**config.mk**
```make
export PLATFORM = sky130hd
export DESIGN_NAME = sysex_firmware_block_framer
export DESIGN_NICKNAME = d
export VERILOG_FILES = /design/src/rtl/sfbf_pkg.sv /design/src/rtl/sfbf_front.sv /design/src/rtl/sfbf_cmdq.sv /design/src/rtl/sfbf_back.sv /design/src/rtl/sysex_firmware_block_framer.sv
export VERILOG_INCLUDE_DIRS = /design/src /design/src/rtl
export SDC_FILE = /design/constraint.sdc
export NUM_CORES = 1
export LEC_CHECK = 0
export BUFFER_PORTS_ARGS = -buffer_cell sky130_fd_sc_hd__buf_4
export CAP_MARGIN = 20
export CELL_PAD_IN_SITES_DETAIL_PLACEMENT = 0
export CELL_PAD_IN_SITES_GLOBAL_PLACEMENT = 2
export CORE_UTILIZATION = 40
export DETAILED_ROUTE_END_ITERATION = 16
export PLACE_DENSITY_LB_ADDON = 0.1
export SYNTH_ARGS = -nofsm -noshare
export SYNTH_HDL_FRONTEND = slang
export SYNTH_SLANG_ARGS = --single-unit
```
**constraint.sdc**
```tcl
create_clock -name i_clk -period 10.4 [get_ports i_clk]
set_input_delay 0 -clock i_clk [delete_from_list [all_inputs] [get_ports i_clk]]
set_output_delay 0 -clock i_clk [all_outputs]
set_load 0.01 [all_outputs]
```
**src/rtl/sysex_firmware_block_framer_macros.svh**
```systemverilog
// Assertion helpers for the SysEx block framer.
// Both sample on i_clk and are off while i_rst_n is low.
`ifndef SYSEX_FIRMWARE_BLOCK_FRAMER_MACROS_SVH
`define SYSEX_FIRMWARE_BLOCK_FRAMER_MACROS_SVH

// same-cycle implication
`define SFBF_ASSERT_NOW(name, ante, cons, msg) \
    name: assert property (@(posedge i_clk) disable iff (!i_rst_n) (ante) |-> (cons)) \
        else $error(msg);

// next-cycle implication
`define SFBF_ASSERT_NEXT(name, ante, cons, msg) \
    name: assert property (@(posedge i_clk) disable iff (!i_rst_n) (ante) |=> (cons)) \
        else $error(msg);

`endif

```
**src/rtl/sfbf_pkg.sv**
```systemverilog
`timescale 1ns / 1ps
package sfbf_pkg;

    localparam int BLOCK_LEN = 64;
    localparam int POS_W     = $clog2(BLOCK_LEN);
    localparam int ADDR_W    = 28;
    localparam int QDEPTH    = 4;
    localparam int QA_W      = $clog2(QDEPTH);
    localparam int QC_W      = $clog2(QDEPTH + 1);
    localparam int IDX_W     = 4;

    localparam logic [1:0] OP_IMAGE  = 2'd0;
    localparam logic [1:0] OP_PAD    = 2'd1;
    localparam logic [1:0] OP_FINISH = 2'd2;

    localparam logic [7:0] SYX_START = 8'hF0;
    localparam logic [7:0] SYX_END   = 8'hF7;
    localparam logic [7:0] MFR_ID0   = 8'h00;
    localparam logic [7:0] MFR_ID1   = 8'h13;
    localparam logic [6:0] CMD_BLOCK = 7'h01;
    localparam logic [6:0] CMD_SUM   = 7'h03;
    localparam logic [6:0] LEN7      = 7'(BLOCK_LEN);
    localparam logic [6:0] DEV_ID_RST = 7'd56;

    typedef logic [6:0] t_sept;

    // one framing job handed from the front end to the byte sequencer
    typedef struct packed {
        logic              hdr;
        logic [ADDR_W-1:0] addr;
        logic [2:0]        grp_len;
        t_sept             hb;
        t_sept [6:0]       grp;
        logic              close;
        t_sept             cks;
        logic              fin;
        logic [15:0]       cnt;
        logic [15:0]       sum;
    } t_cmd;

    typedef struct packed {
        logic valid;
        t_cmd cmd;
    } t_cmd_xfer;

endpackage

```
**src/rtl/sfbf_front.sv**
```systemverilog
`timescale 1ns / 1ps
module sfbf_front (
    input  logic                  i_clk,
    input  logic                  i_rst_n,
    input  logic                  i_push,
    input  logic                  i_full,
    input  logic [1:0]            i_op,
    input  logic [7:0]            i_data,
    output sfbf_pkg::t_cmd_xfer   o_xfer
);
    import sfbf_pkg::*;

    logic [ADDR_W-1:0] r_addr, n_addr;
    logic [POS_W-1:0]  r_pos, n_pos;
    logic [2:0]        r_slot, n_slot;
    t_sept             r_hb, n_hb;
    t_sept [6:0]       r_grp;
    t_sept             r_cks, n_cks;
    logic [15:0]       r_cnt, n_cnt;
    logic [15:0]       r_sum, n_sum;
    logic              r_fin, n_fin;

    logic        accept, is_data, is_fin, pos0, last;
    t_sept       hb_new, hdr_cks, cks_g;
    t_sept [6:0] grp_new;
    logic [2:0]  grp_len;

    assign accept  = i_push && !i_full;
    assign is_data = ((i_op == OP_IMAGE) || (i_op == OP_PAD)) && !r_fin;
    assign pos0    = (r_pos == '0);
    assign is_fin  = (i_op == OP_FINISH) && !r_fin && pos0;
    assign last    = (r_pos == POS_W'(BLOCK_LEN - 1));

    always_comb begin
        hb_new = (pos0 ? 7'd0 : r_hb) | (t_sept'(i_data[7]) << r_slot);
        for (int k = 0; k < 7; k++) begin
            grp_new[k] = (r_slot == 3'(k)) ? i_data[6:0] : r_grp[k];
        end
        // full group on the seventh byte, short group on the block's last byte
        if (r_slot == 3'd6) begin
            grp_len = 3'd7;
        end else if (last) begin
            grp_len = r_slot + 3'd1;
        end else begin
            grp_len = 3'd0;
        end
        hdr_cks = CMD_BLOCK ^ LEN7 ^ r_addr[6:0] ^ r_addr[13:7]
                ^ r_addr[20:14] ^ r_addr[27:21];
        cks_g = (pos0 ? hdr_cks : r_cks) ^ i_data[6:0];
        if (grp_len != 3'd0) begin
            cks_g = cks_g ^ hb_new;
        end
    end

    always_comb begin
        n_addr = r_addr;
        n_pos  = r_pos;
        n_slot = r_slot;
        n_hb   = r_hb;
        n_cks  = r_cks;
        n_cnt  = r_cnt;
        n_sum  = r_sum;
        n_fin  = r_fin;
        if (accept && is_data) begin
            n_pos  = last ? '0 : r_pos + POS_W'(1);
            n_slot = (last || r_slot == 3'd6) ? 3'd0 : r_slot + 3'd1;
            n_hb   = (grp_len != 3'd0) ? 7'd0 : hb_new;
            n_cks  = last ? 7'd0 : cks_g;
            if (last) begin
                n_addr = r_addr + ADDR_W'(BLOCK_LEN);
            end
            if (i_op == OP_IMAGE) begin
                n_cnt = r_cnt + 16'd1;
                n_sum = r_sum + {8'd0, i_data};
            end
        end else if (accept && is_fin) begin
            n_fin = 1'b1;
        end
    end

    always_ff @(posedge i_clk) begin
        if (!i_rst_n) begin
            r_addr <= '0;
            r_pos  <= '0;
            r_slot <= '0;
            r_hb   <= '0;
            r_cks  <= '0;
            r_cnt  <= '0;
            r_sum  <= '0;
            r_fin  <= 1'b0;
        end else begin
            r_addr <= n_addr;
            r_pos  <= n_pos;
            r_slot <= n_slot;
            r_hb   <= n_hb;
            r_cks  <= n_cks;
            r_cnt  <= n_cnt;
            r_sum  <= n_sum;
            r_fin  <= n_fin;
        end
    end

    always_ff @(posedge i_clk) begin
        if (accept && is_data) begin
            r_grp <= grp_new;
        end
    end

    always_comb begin
        o_xfer.valid       = accept && ((is_data && (pos0 || grp_len != 3'd0 || last))
                             || is_fin);
        o_xfer.cmd.hdr     = pos0 && !is_fin;
        o_xfer.cmd.addr    = r_addr;
        o_xfer.cmd.grp_len = is_fin ? 3'd0 : grp_len;
        o_xfer.cmd.hb      = hb_new;
        o_xfer.cmd.grp     = grp_new;
        o_xfer.cmd.close   = last && !is_fin;
        o_xfer.cmd.cks     = cks_g;
        o_xfer.cmd.fin     = is_fin;
        o_xfer.cmd.cnt     = r_cnt;
        o_xfer.cmd.sum     = r_sum;
    end

endmodule

```
**src/rtl/sfbf_cmdq.sv**
```systemverilog
`timescale 1ns / 1ps
module sfbf_cmdq (
    input  logic                i_clk,
    input  logic                i_rst_n,
    input  sfbf_pkg::t_cmd_xfer i_xfer,
    input  logic                i_deq,
    output logic                o_full,
    output sfbf_pkg::t_cmd_xfer o_head
);
    import sfbf_pkg::*;

    t_cmd            r_mem [QDEPTH];
    logic [QA_W-1:0] r_wp, n_wp;
    logic [QA_W-1:0] r_rp, n_rp;
    logic [QC_W-1:0] r_cnt, n_cnt;
    logic            wr, rd;

    assign wr     = i_xfer.valid;
    assign rd     = i_deq && (r_cnt != '0);
    assign o_full = (r_cnt == QC_W'(QDEPTH));

    always_comb begin
        n_wp  = wr ? r_wp + QA_W'(1) : r_wp;
        n_rp  = rd ? r_rp + QA_W'(1) : r_rp;
        n_cnt = r_cnt + QC_W'(wr) - QC_W'(rd);
    end

    always_ff @(posedge i_clk) begin
        if (!i_rst_n) begin
            r_wp  <= '0;
            r_rp  <= '0;
            r_cnt <= '0;
        end else begin
            r_wp  <= n_wp;
            r_rp  <= n_rp;
            r_cnt <= n_cnt;
        end
    end

    always_ff @(posedge i_clk) begin
        if (wr) begin
            r_mem[r_wp] <= i_xfer.cmd;
        end
    end

    assign o_head.valid = (r_cnt != '0);
    assign o_head.cmd   = r_mem[r_rp];

endmodule

```
**src/rtl/sfbf_back.sv**
```systemverilog
`timescale 1ns / 1ps
module sfbf_back (
    input  logic                i_clk,
    input  logic                i_rst_n,
    input  sfbf_pkg::t_cmd_xfer i_head,
    output logic                o_deq,
    input  logic                i_cfg_valid,
    output logic                o_cfg_ready,
    input  logic [6:0]          i_cfg_data,
    input  logic                i_pop,
    output logic                o_empty,
    output logic [7:0]          o_byte,
    output logic                o_eom,
    output logic                o_last
);
    import sfbf_pkg::*;

    localparam logic [1:0] PH_HDR   = 2'd0;
    localparam logic [1:0] PH_GRP   = 2'd1;
    localparam logic [1:0] PH_CLOSE = 2'd2;
    localparam logic [1:0] PH_FIN   = 2'd3;

    t_sept            r_dev;
    logic             r_started;
    logic [1:0]       r_phase;
    logic [IDX_W-1:0] r_idx;
    logic             r_ov;
    logic [7:0]       r_byte;
    logic             r_eom;
    logic             r_last;

    t_cmd             cmd;
    logic [1:0]       first_ph, ph, nxt;
    logic [IDX_W-1:0] idx;
    logic [2:0]       gi;
    logic             step, ph_end, done;
    logic [7:0]       byte_v;
    logic             eom_v;

    assign cmd         = i_head.cmd;
    assign o_cfg_ready = 1'b1;
    assign step        = i_head.valid && (!r_ov || i_pop);

    always_comb begin
        if (cmd.fin) begin
            first_ph = PH_FIN;
        end else if (cmd.hdr) begin
            first_ph = PH_HDR;
        end else if (cmd.grp_len != 3'd0) begin
            first_ph = PH_GRP;
        end else begin
            first_ph = PH_CLOSE;
        end
        ph  = r_started ? r_phase : first_ph;
        idx = r_started ? r_idx : '0;
        gi  = 3'(idx - IDX_W'(1));
    end

    // byte generator for the current phase/index
    always_comb begin
        byte_v = 8'h00;
        eom_v  = 1'b0;
        ph_end = 1'b0;
        nxt    = PH_CLOSE;
        done   = 1'b0;
        case (ph)
            PH_HDR: begin
                case (idx)
                    4'd0:    byte_v = SYX_START;
                    4'd1:    byte_v = MFR_ID0;
                    4'd2:    byte_v = MFR_ID1;
                    4'd3:    byte_v = {1'b0, r_dev};
                    4'd4:    byte_v = {1'b0, CMD_BLOCK};
                    4'd5:    byte_v = {1'b0, LEN7};
                    4'd6:    byte_v = {1'b0, cmd.addr[6:0]};
                    4'd7:    byte_v = {1'b0, cmd.addr[13:7]};
                    4'd8:    byte_v = {1'b0, cmd.addr[20:14]};
                    default: byte_v = {1'b0, cmd.addr[27:21]};
                endcase
                ph_end = (idx == 4'd9);
                if (cmd.grp_len != 3'd0) begin
                    nxt = PH_GRP;
                end else begin
                    nxt  = PH_CLOSE;
                    done = ph_end && !cmd.close;
                end
            end
            PH_GRP: begin
                byte_v = (idx == '0) ? {1'b0, cmd.hb} : {1'b0, cmd.grp[gi]};
                ph_end = (idx == {1'b0, cmd.grp_len});
                nxt    = PH_CLOSE;
                done   = ph_end && !cmd.close;
            end
            PH_CLOSE: begin
                byte_v = (idx == '0) ? {1'b0, cmd.cks} : SYX_END;
                eom_v  = (idx != '0);
                ph_end = (idx != '0);
                done   = ph_end;
            end
            PH_FIN: begin
                case (idx)
                    4'd0:    byte_v = SYX_START;
                    4'd1:    byte_v = MFR_ID0;
                    4'd2:    byte_v = MFR_ID1;
                    4'd3:    byte_v = {1'b0, r_dev};
                    4'd4:    byte_v = {1'b0, CMD_SUM};
                    4'd5:    byte_v = {1'b0, cmd.cnt[6:0]};
                    4'd6:    byte_v = {1'b0, cmd.cnt[13:7]};
                    4'd7:    byte_v = {6'd0, cmd.cnt[15:14]};
                    4'd8:    byte_v = {1'b0, cmd.sum[6:0]};
                    4'd9:    byte_v = {1'b0, cmd.sum[13:7]};
                    default: byte_v = SYX_END;
                endcase
                eom_v  = (idx == 4'd10);
                ph_end = eom_v;
                done   = ph_end;
            end
            default: begin
                done = 1'b1;
            end
        endcase
    end

    assign o_deq = step && done;

    always_ff @(posedge i_clk) begin
        if (!i_rst_n) begin
            r_dev     <= DEV_ID_RST;
            r_started <= 1'b0;
            r_phase   <= PH_HDR;
            r_idx     <= '0;
            r_ov      <= 1'b0;
        end else begin
            if (i_cfg_valid) begin
                r_dev <= i_cfg_data;
            end
            if (step) begin
                r_ov <= 1'b1;
                if (done) begin
                    r_started <= 1'b0;
                end else begin
                    r_started <= 1'b1;
                    r_phase   <= ph_end ? nxt : ph;
                    r_idx     <= ph_end ? '0 : idx + IDX_W'(1);
                end
            end else if (i_pop) begin
                r_ov <= 1'b0;
            end
        end
    end

    always_ff @(posedge i_clk) begin
        if (step) begin
            r_byte <= byte_v;
            r_eom  <= eom_v;
            r_last <= done;
        end
    end

    assign o_empty = !r_ov;
    assign o_byte  = r_byte;
    assign o_eom   = r_eom;
    assign o_last  = r_last;

endmodule

```
**src/rtl/sysex_firmware_block_framer.sv**
```systemverilog
`timescale 1ns / 1ps
// SysEx firmware block framer. Image/padding bytes and a finish request go in
// through push/full; framed SysEx bytes come out through empty/pop, one byte
// per clock at most. The front end takes one input item per clock while its
// 4-entry command queue has room and never stalls on its own; throughput is
// set by the byte sequencer, which emits 86 bytes per 64-byte block (header,
// packed groups, checksum, F7) and 11 bytes for the finish message. The first
// byte of an item passes through the command queue and the output byte
// register before it shows up. Items that cause no output (finish inside an
// open block, anything after finish, op 3) are taken and dropped. device_id
// may be written at any time the block is idle.
`include "sysex_firmware_block_framer_macros.svh"
module sysex_firmware_block_framer (
    input  logic       i_clk,
    input  logic       i_rst_n,
    input  logic       push,
    output logic       full,
    input  logic [1:0] i_op,
    input  logic [7:0] i_data,
    output logic       empty,
    input  logic       pop,
    output logic [7:0] o_out_byte,
    output logic       o_end_of_message,
    output logic       o_last_of_item,
    input  logic       i_cfg_valid,
    output logic       o_cfg_ready,
    input  logic [6:0] i_cfg_data
);
    import sfbf_pkg::*;

    t_cmd_xfer front_xfer;
    t_cmd_xfer q_head;
    logic      q_deq;

    sfbf_front u_front (
        .i_clk   (i_clk),
        .i_rst_n (i_rst_n),
        .i_push  (push),
        .i_full  (full),
        .i_op    (i_op),
        .i_data  (i_data),
        .o_xfer  (front_xfer)
    );

    sfbf_cmdq u_cmdq (
        .i_clk   (i_clk),
        .i_rst_n (i_rst_n),
        .i_xfer  (front_xfer),
        .i_deq   (q_deq),
        .o_full  (full),
        .o_head  (q_head)
    );

    sfbf_back u_back (
        .i_clk       (i_clk),
        .i_rst_n     (i_rst_n),
        .i_head      (q_head),
        .o_deq       (q_deq),
        .i_cfg_valid (i_cfg_valid),
        .o_cfg_ready (o_cfg_ready),
        .i_cfg_data  (i_cfg_data),
        .i_pop       (pop),
        .o_empty     (empty),
        .o_byte      (o_out_byte),
        .o_eom       (o_end_of_message),
        .o_last      (o_last_of_item)
    );

    `SFBF_ASSERT_NOW(a_eom_is_last, !empty && o_end_of_message, o_last_of_item, "F7 not last of item")
    `SFBF_ASSERT_NOW(a_eom_byte, !empty && o_end_of_message, o_out_byte == SYX_END, "eom without F7")
    `SFBF_ASSERT_NOW(a_status_only, !empty && o_out_byte[7], (o_out_byte == SYX_START) || (o_out_byte == SYX_END), "data byte with bit 7 set")
    `SFBF_ASSERT_NEXT(a_item_continues, !empty && !o_last_of_item, !empty, "gap inside an item's bytes")

endmodule

```
* Yosys cells after proc, flatten, opt, wreduce, memory -nomap -nowiden
Memory sizes are Yosys's and may differ from the RTL's. A register that Yosys moved wholly into a read port is not among the register bits.
Cells that the tools add are included.
** Word-level totals
- Bits in registers :: 165
- Memory bits (writable) :: 516
- Output and inout bits :: 13
- Word-level logic and storage cells :: 156
- Memories kept :: 1
** Cells by class
- Add/sub/neg operators :: 11
- $lt $le $gt $ge :: 1
- Eq/ne operators :: 24
- Shift operators :: 1
- Muxes and demuxes :: 43
- Bitwise logic cells :: 9
- Reduce and logical (&&, ||, !) cells :: 40
** Memory list
- u_cmdq.r_mem :: depth 4, bits a word 129, read ports 1, clocked after Yosys merged registers in 1, write ports 1, RTL line sfbf_cmdq.sv:12 : t_cmd r_mem [QDEPTH];
** Operators by type and width (number)
- 7-bit two-way mux :: 14
- 8-bit case mux with 10 select lines :: 1
- 8-bit case mux with 9 select lines :: 1
- 7-bit bitwise XOR :: 5
- 8-bit case mux with 4 select lines :: 1
- 28-bit by 7-bit adder with 28-bit output (second input constant) :: 1
- 7-bit binary-select mux with 3-bit select :: 1
- 16-bit by 1-bit adder with 16-bit output (second input constant) :: 1
- 16-bit by 8-bit adder with 16-bit output :: 1
- 4-bit by 3-bit == test with 1-bit output (second input constant) :: 4
- 2-bit two-way mux :: 8
- 1-bit logical AND :: 15
- 3-bit == test (second input constant) :: 4
- 4-bit == test (second input constant) :: 3
- 3-bit two-way mux :: 4
- 3-bit nonzero test :: 3
- 4-bit by 2-bit == test with 1-bit output (second input constant) :: 2
- 4-bit two-way mux :: 2
- 8-bit two-way mux :: 1
- 1-bit case mux with 4 select lines :: 2
- 2-bit AND reduction :: 4
- 7-bit OR :: 1
- 1-bit by 3-bit left shift with 7-bit output :: 1
- 6-bit by 1-bit adder with 6-bit output (second input constant) :: 1
- other kinds (27) :: 48

* Longest topological paths before layout
- Depth after elaboration :: 11
- Mapped depth :: 17

* By module
From an unflattened synthesis, not the netlist that was laid out.
** Unflattened totals
- Cells, all modules :: 1671
- Area, all modules :: 28227.1 um^2
** Modules (own cells, without submodules)
- sfbf_cmdq :: instances 1, cells each 718, area each 19097.1 um^2, seq. area each 15675.0 um^2
- sfbf_front :: instances 1, cells each 637, area each 6607.6 um^2, seq. area each 3032.9 um^2
- sfbf_back :: instances 1, cells each 316, area each 2522.4 um^2, seq. area each 600.6 um^2

* Worst setup path after synthesis
Ideal clock, no wire load.
- Path kind :: reg2reg
- Start :: reg u_front.r_pos[2]
- End :: mem u_cmdq.r_mem[0][0] (netlist name) (enable)
- Data arrival time :: 6667 ps
- Required time :: 9783 ps
- Path slack :: 3115 ps
- Cell stages (with the launch flop) :: 7
- Buffers on the path :: 1
- Cell sequence :: dfxtp_1 > nor4_1 > and3_1 > clkbuf_1 > and3_1 > a21oi_1 > nor2b_1
** RTL lines
- start, declared :: RTL line sfbf_front.sv:14 : logic [POS_W-1:0] r_pos, n_pos;
- start signal, assigned :: RTL line sfbf_front.sv:93 : r_pos <= n_pos;
- end, declared :: RTL line sfbf_cmdq.sv:12

* Final worst setup path
- Start :: reg u_front.r_pos[2]
- End :: mem u_cmdq.r_mem[3][118] (netlist name) (enable)
** On the way
- Word-level cells in the longest chain between the ends :: 11
- Elaborated cells between the ends (all ways) :: 13
- Classes of those cells :: 1 x eq/ne; 4 x mux; 8 x reduce/logical
** RTL lines
- 6-bit == test :: RTL line sfbf_front.sv:32 : assign last = (r_pos == POS_W'(BLOCK_LEN - 1));
- 3-bit two-way mux :: RTL line sfbf_front.sv:42 : end else if (last) begin
- 3-bit two-way mux :: RTL line sfbf_front.sv:40 : if (r_slot == 3'd6) begin
- 3-bit nonzero test :: RTL line sfbf_front.sv:110 : o_xfer.valid = accept && ((is_data && (pos0 || grp_len != 3'd0 || last))
- 1-bit logical OR (2 in series) :: RTL line sfbf_front.sv:110
- 1-bit logical AND :: RTL line sfbf_front.sv:110
- 1-bit logical OR (*) :: RTL line sfbf_front.sv:111 : || is_fin);
- 1-bit logical AND (*) :: RTL line sfbf_front.sv:110
- 1-bit two-way mux (*) :: RTL line sfbf_cmdq.sv:41 : if (wr) begin
- 1-bit two-way mux (not written as such) (*) :: RTL line sfbf_cmdq.sv:42 : r_mem[r_wp] <= i_xfer.cmd;
Every way passes the cells marked *; elsewhere a longest branch is shown, timed or not.

==> metrics.yaml <==
drtPass1Iterations: 5
drive_gt1_share_pct: 20.24
worstSetupStartpoint: "u_front.r_pos[2]$_SDFFE_PN0P_"
finClkSkew_ns: 0.01637
synth-edff-count: 543
wire_per_inst_um: 25.14
p_total_mw: 6.914
drc_errors: 0
p_clk_share_pct: 35.9
syn_nets: 1645
powerDensity_mw_per_mm2: 228.8
rrSetupSlack_ns: 6.13
place.gp.congestion: 0.7655
start_util_pct: 40.72
dieWidth_um: 259.1
grt_max_degree: 122
cp_data_arrival_time_ns: 4.48
dominantRegCellSynth: "edfxtp_1"
rsz0062_at_grt: "false"
clock_sinks: 643
start_kind: "flop"
synth.ff_latch_count: 643
p_leak_nw: 9.820
syn_area_mm2: 0.02644
min_to: "u_front.r_sum[7]$_SDFFE_PN0P_"
syn_to_final_growth_pct: 14.31
synth_area_leaders: "edfxtp_1 (62%), mux4_2 (11%), dfxtp_1 (7.6%)"
netlist.area_leader.share_pct: 61.67
worstPathRequired_ns: 10.61
hold_path.class: "in -> reg"
max-slew-margin-rel_pct: 29.63
ant_nets: 0
drv_cap: 0
core-area_mm2: 0.06493
synthTopCellsByCount: "edfxtp_1 (543), mux4_2 (125), nand2_1 (108)"
status: "completed"
via_per_inst: 5.474
slew_viol_final: 0
p_int_mw: 5.032
synth_warnings: 0
yosys.area.top_type: "edfxtp_1"
clock_latency_ns: 0.60
yosysSeqAreaShare_pct: 69.24
worstSetupEndpointType: "flop"
cts_buffer_depth: 3
p_sw_mw: 1.883
switching_share_pct: 27.23
grt_pass1_wl_mm: 96.99
dp_hpwl_mm: 39.44
grt_antenna_before_repair: 2
fp.dieH_um: 259.1
reg2reg_from: "u_front.r_pos[2]$_SDFFE_PN0P_"
vdd_drop_max_v: 0.0001478
synthArstFlopShare_pct: 0
grt_pass1_vias: 14410
r2r_cells: 8
worst_pin_slew_ns: 1.056
fin_nets: 1726
setup_violations: 0
h-tree-depth: 3
wl_mm: 65.09
hold_viol_final: 0
port_buffers: 33
min_period_over_period_pct: 41.06
drt_iter0_markers: 1093
crit_fanout: 63
dieArea_mm2: 0.06713
setup_tns_ns: 0
num_io_pins: 35
avgSynthCellArea_um2: 16.59
vias: 14170
track_usage_pct: 19.80
hold_start: "i_data[7]"
root_buffer: "clkbuf_16"
r2r_end: "u_cmdq.r_mem[3][118]$_DFFE_PP_"
period_minus_slack_ns: 4.271
min_path_cells: 4
ys_types: 74
num_antenna_cells: 0
clkTransAtPathRegs_ns: 0.06
seqPwrFrac_pct: 45.6
final_util_pct: 46.55
syn-instance-count: 1594
clock.fmax_mhz: 234.2
rows: 93
yosysMostFrequentCell: "edfxtp_1"
tritoncts: "yes"
comb_power_share_pct: 18.5
cts_buffers: 72
critPathKind: "reg -> reg"
grt-ovfl-total: 0
## flip-flops by register name (all words and copies together) (netlist names), 2 cells and up, named ones only
name            count
u_back.o_byte       8
u_back.r_dev        7
u_back.r_idx        4
u_back.r_phase      2
u_cmdq.r_cnt        3
u_cmdq.r_mem      484
u_cmdq.r_rp         2
u_cmdq.r_wp         2
u_front.r_addr     22
u_front.r_cks       7
u_front.r_cnt      16
u_front.r_grp      49
u_front.r_hb        7
u_front.r_pos       6
u_front.r_slot      3
u_front.r_sum      14
## power by group through the flow
stage | Sequential (mW) | Combinational [mW] | Clock [mW]
finish | 3.15 | 1.28 | 2.48
CTS | 3.16 | 1.32 | 2.55
global placement | 3.20 | 1.30 | 0
detailed placement | 3.21 | 1.30 | 0
floorplan | 3.18 | 0.891 | 0
global route | 3.17 | 1.39 | 2.64
## cell families (layout without fill, tap and decap cells)
| kind of cell | Yosys count | in the layout | share of synthesized area (%) |
|---|---|---|---|
| DFF | 643 | 643 | 69.24 |
| and+or+nand+nor | 325 | 325 | 5.764 |
| AOI/OAI and AO/OA | 206 | 206 | 5.310 |
| muxes | 203 | 203 | 13.85 |
| buffers and inverters | 112 | 252 | 1.907 |
| xor gates and xnor gates | 75 | 75 | 2.484 |
| adders and majority gates | 29 | 29 | 1.429 |
| other | 1 | 1 | 0.01418 |
## per-layer routing
metal	wire length, um	global-route usage [%]	part of all wire, %	vias to the layer above
met2	30290	30.56	47	287
met4	1080	4.389	1.7	2
met5	19	0	0.029	-
met3	2583	3.505	4.0	81
met1	31110	29.26	48	7385
li1	-	-	-	6417
## placed cells by master (no fill, tap or decap), drive strengths merged, types with 8 or more instances in the layout
cell type,n
xnor2,43
nand4,18
xor2,32
dfxtp,100
and2,13
dlygate4sd3,28
a211oi,11
clkbuf,99
nand2,110
inv,40
a22oi,21
ha,27
nor2,91
mux2i,25
nand2b,8
mux2,53
edfxtp,543
buf,55
or3,8
o21ai,36
a21oi,64
and3,8
nand3,32
nor2b,10
mux4,125
clkinv,24
## how the worst max path moves through the flow
stage | endpoint | cells after the start
2_1_floorplan | u_cmdq.r_mem[0][0]$_DFFE_PP_ | 6
3_3_place_gp | u_cmdq.r_mem[3][125]$_DFFE_PP_ | 8
3_5_place_dp | u_cmdq.r_mem[3][124]$_DFFE_PP_ | 8
4_1_cts | u_cmdq.r_mem[3][35]$_DFFE_PP_ | 8
5_1_grt | u_cmdq.r_mem[3][112]$_DFFE_PP_ | 8
6_report | u_cmdq.r_mem[3][118]$_DFFE_PP_ | 8
## metrics by stage
stage                     setup slack (ns)  instance area, um^2  cells  hold WS (ns)
after floorplan                      3.115                26440   1594        0.1284
after global placement               5.987                27630   2428        0.2162
after detailed placement             5.972                27630   2428        0.2228
after CTS                            5.945                30220   2589       0.01669
after global routing                 5.758                30220   2589       0.05549
final                                6.129                30220   2589       0.04144
## area by class of cell
| cell class | instances | area, um^2 |
|---|---|---|
| fillers | 5617 | 34710 |
| flip-flops and latches | 643 | 18320 |
| multi-input cells | 839 | 7659 |
| clock buffers | 99 | 1986 |
| well taps | 855 | 1070 |
| repair buffers | 83 | 730.7 |
| clock inverters | 34 | 329.1 |
| inverters | 36 | 135.1 |
## repair_timing
item                                    4_1_cts  5_1_grt
setup buffers                                 0        0
hold buffers                                 28        0
endpoints found under the hold margin       265        0
gates resized for setup                       0        0
endpoints found under the setup margin        0        0
## critical path, cell delays in order (launching register included)
cell and delay, ns:
dfxtp_1 0.36, nor4_1 0.43, nand2_1 0.68, nand3_1 0.27
a21oi_1 0.10, buf_4 0.20, nor2b_4 0.11, buf_4 0.72
buf_4 0.93
Power figures use the tool's default switching activity.
